<file path="src/rtl/pso_ram.sv">
// generic single-port-write, registered-read memory
module pso_ram #(
  parameter int unsigned WIDTH = 32,
  parameter int unsigned DEPTH = 16,
  parameter int unsigned AddrW = (DEPTH > 1) ? $clog2(DEPTH) : 1
) (
  input  logic             clk_i,
  input  logic             we_i,
  input  logic [AddrW-1:0] waddr_i,
  input  logic [WIDTH-1:0] wdata_i,
  input  logic             re_i,
  input  logic [AddrW-1:0] raddr_i,
  output logic [WIDTH-1:0] rdata_o
);

  logic [WIDTH-1:0] mem_q [DEPTH];
  logic [WIDTH-1:0] rdata_q;

  always_ff @(posedge clk_i) begin
    if (we_i) begin
      mem_q[waddr_i] <= wdata_i;
    end
    if (re_i) begin
      rdata_q <= mem_q[raddr_i];
    end
  end

  assign rdata_o = rdata_q;

endmodule

</file>
<file path="config.mk">
export PLATFORM = sky130hd
export DESIGN_NAME = pso_ram
export DESIGN_NICKNAME = d
export VERILOG_FILES = /design/src/rtl/pso_ram.sv
export SDC_FILE = /design/constraint.sdc
export NUM_CORES = 1
export LEC_CHECK = 0
export ABC_AREA = 1
export BUFFER_PORTS_ARGS = -buffer_cell sky130_fd_sc_hd__buf_2
export CORE_ASPECT_RATIO = 1.4
export CORE_MARGIN = 2
export CORE_UTILIZATION = 40
export CTS_CLUSTER_SIZE = 40
export DETAILED_ROUTE_END_ITERATION = 16
export MAX_ROUTING_LAYER = met4
export SYNTH_ARGS = -nofsm -noshare
export SYNTH_HDL_FRONTEND = slang
export SYNTH_SLANG_ARGS = --single-unit
</file>
<file path="constraint.sdc">
create_clock -name clk_i -period 2.6 [get_ports clk_i]
set_input_delay 0.52 -clock clk_i [delete_from_list [all_inputs] [get_ports clk_i]]
set_output_delay 0.52 -clock clk_i [all_outputs]
set_load 0.005 [all_outputs]
</file>
==> reports/results.ini <==
[cells_and_area]
final_cell_mix = 677 x nand2_1, 544 x edfxtp_1, 386 x inv_1
layout_commonest_cell = nand2_1
postLayoutCoreUtil_pct = 45.2
seq_area_um2 = 16300
final_nets = 2228
drive_gt1_share_pct = 9.02
syn_to_final_growth_pct = 12.3
fillers = 5176
multi_input_area_um2 = 4670

[clock_network]
htree_levels = 2
cts_made_buffers = 48
root_buffer = clkbuf_16
post-cts-setup-buffers = 0
cts.path.max_buffers = 3
hold_buffers = 0
cts_resized = 0
cts_num_sinks = 544
tritoncts = yes
cts.clk_slew.worst_paths_ns = 0.07
insertion_delay_ns = 0.57

[global_route]
grt_pass1_wl_um = 84800
grt.overflow.total = 0
antenna_found_initial = 1
grt_pass1_vias = 14318
grt_max_degree = 129
grt_util_all_layers_pct = 19.5

[power_and_ir_drop]
p_seq_share_pct = 55.8
irDropWorstVdd_v = 0.000399
power_w = 0.0178
sw_frac_of_total_pct = 21.7
power_density_nw_per_um2 = 688
p_clk_share_pct = 37.8
p_int_w = 0.0139
p_leak_nw = 10.8
switchingPower_w = 0.00386
combPwrFrac_pct = 6.4

[synth]
syn_area_per_cell_um2 = 10.9
yosysUniqueCellTypes = 14
syn_area_um2 = 23100
synth_top_area_cell = edfxtp_1
netlist_instances = 2120
synth.top_cell.area_share_pct = 70.9
ys_warn_count = 0
ys_seq_elements = 544
yosysSeqAreaShare_pct = 70.9
syn_nets = 2163
synth.area.top_cells = edfxtp_1 71%, nand2_1 11%, nand3_1 8.4%

[timing]
min_period_ns = 1.72
setup_viol = 0
relSlewSlack_pct = 48.1
period_share_pct = 66.1
maxSlewViolCount = 0
tightest_slew_ns = 0.779
rsz0062_at_grt = no
hold_viol = 0
max_freq_mhz = 582
finClkSkew_ns = 0.0167
setup_tns_ns = 0

[floorplanning]
fp-row-count = 104
io_pins = 75
die_w_um = 207
die_h_um = 288
initial_core_util_pct = 40.3
die_area_um2 = 59600
core_area_um2 = 57300

[worst_hold_path]
hold_start = wdata_i[21]
hold_class = in2reg
min_to = mem_q[3][21]
hold_depth = 1

[worst_setup_path]
worst_setup_path_start_kind = flop
r2r_setup_slack_ns = 1.41
worstPathRequired_ns = 2.08
critPathTopFamily = flip-flops
crit_chain = buf_2
cp_slowest_stage_delay_ns = 0.46
reg2regPathDepth = 6
r2r-end = rdata_o[18]
endpoint_kind = primary output
r2r-start = mem_q[14][18]
arrival_ns = 1.20
criticalPathCategory = reg2out
path_max_fanout = 1
slowest_stage = edfxtp_1
worst-path-buf-inv = 1

[placement]
place_congestion = 0.780
dp_hpwl_um = 28600
portBuffers = 74

[job]
cap_violations = 0

[drt]
firstDrtPassIters = 6
routed_wl_um = 55800
route.antenna.remaining_nets = 0
num_vias = 14679
wire_per_inst_um = 18.8
drtIter0Drc = 1142
post-route-drc-count = 0
vias_per_cell = 4.96

[status]
outcome = completed

[power groups by stage]
stage	Clock [W]	Combinational, W	Sequential (W)
2_1_floorplan	0	0.000669	0.0101
3_3_place_gp	0	0.00112	0.0101
3_5_place_dp	0	0.00114	0.0101
4_1_cts	0.00688	0.00115	0.00994
5_1_grt	0.00717	0.00127	0.00995
6_report	0.00673	0.00114	0.00993
[worst max-delay path by stage]
stage                           from      endpoint  slack, ns  cells past startpoint
final                     rdata_o[8]    rdata_o[8]       0.88                      1
after global routing      rdata_o[8]    rdata_o[8]       0.88                      1
after CTS                 rdata_o[8]    rdata_o[8]       0.86                      1
after detailed placement  raddr_i[0]   rdata_o[21]       0.56                      8
after global placement    raddr_i[0]    rdata_o[1]       0.56                      8
after floorplan           waddr_i[2]  mem_q[10][0]       0.09                      2
[synth_stat cells, drive strengths merged]
cell,number
nand3b,2
nand3,385
buf,91
nor2,17
edfxtp,544
nand2,677
clkbuf,14
inv,390
[layer usage]
layer	vias up	part of all wire [%]	GRT usage (%)	routed length, um
li1	6989	-	-	-
met1	7121	41	23.8	22800
met2	473	51	33.7	28500
met3	96	5.3	2.29	2980
met4	0	2.7	6.49	1500
met5	-	0	-	0
[registers in the layout, summed over array words and instances, names as in the netlist]
name / flops
rdata_o: 32
mem_q: 512
[cell families (layout without fill, tap and decap cells)]
kind of cell,Yosys count,count (layout),synth area share (%)
buffers and inverters,495,593,9.41
DFF,544,544,70.9
other,0,1,0
and+or+nand+nor,1081,1081,19.7
[through the flow]
step	hold slack [ns]	cells	cell area [um^2]	setup slack [ns]
after floorplan	0.619	2120	23100	0.0873
after global placement	0.717	2877	24400	0.558
after detailed placement	0.713	2877	24400	0.565
after CTS	0.313	2960	25900	0.863
after global routing	0.325	2961	25900	0.876
final	0.339	2961	25900	0.881
[cell type report]
class / instances / share of cell area (%)
Inverter: 390 / 5.68
Timing Repair Buffer: 120 / 4.02
Clock inverter: 21 / 0.648
Antenna cell: 1 / 0.00967
Clock buffer: 62 / 4.93
Multi-Input combinational cell: 1081 / 18.0
Tap cell: 742 / 3.59
Sequential cell: 544 / 63.1
(Power assumes the default switching activity.)
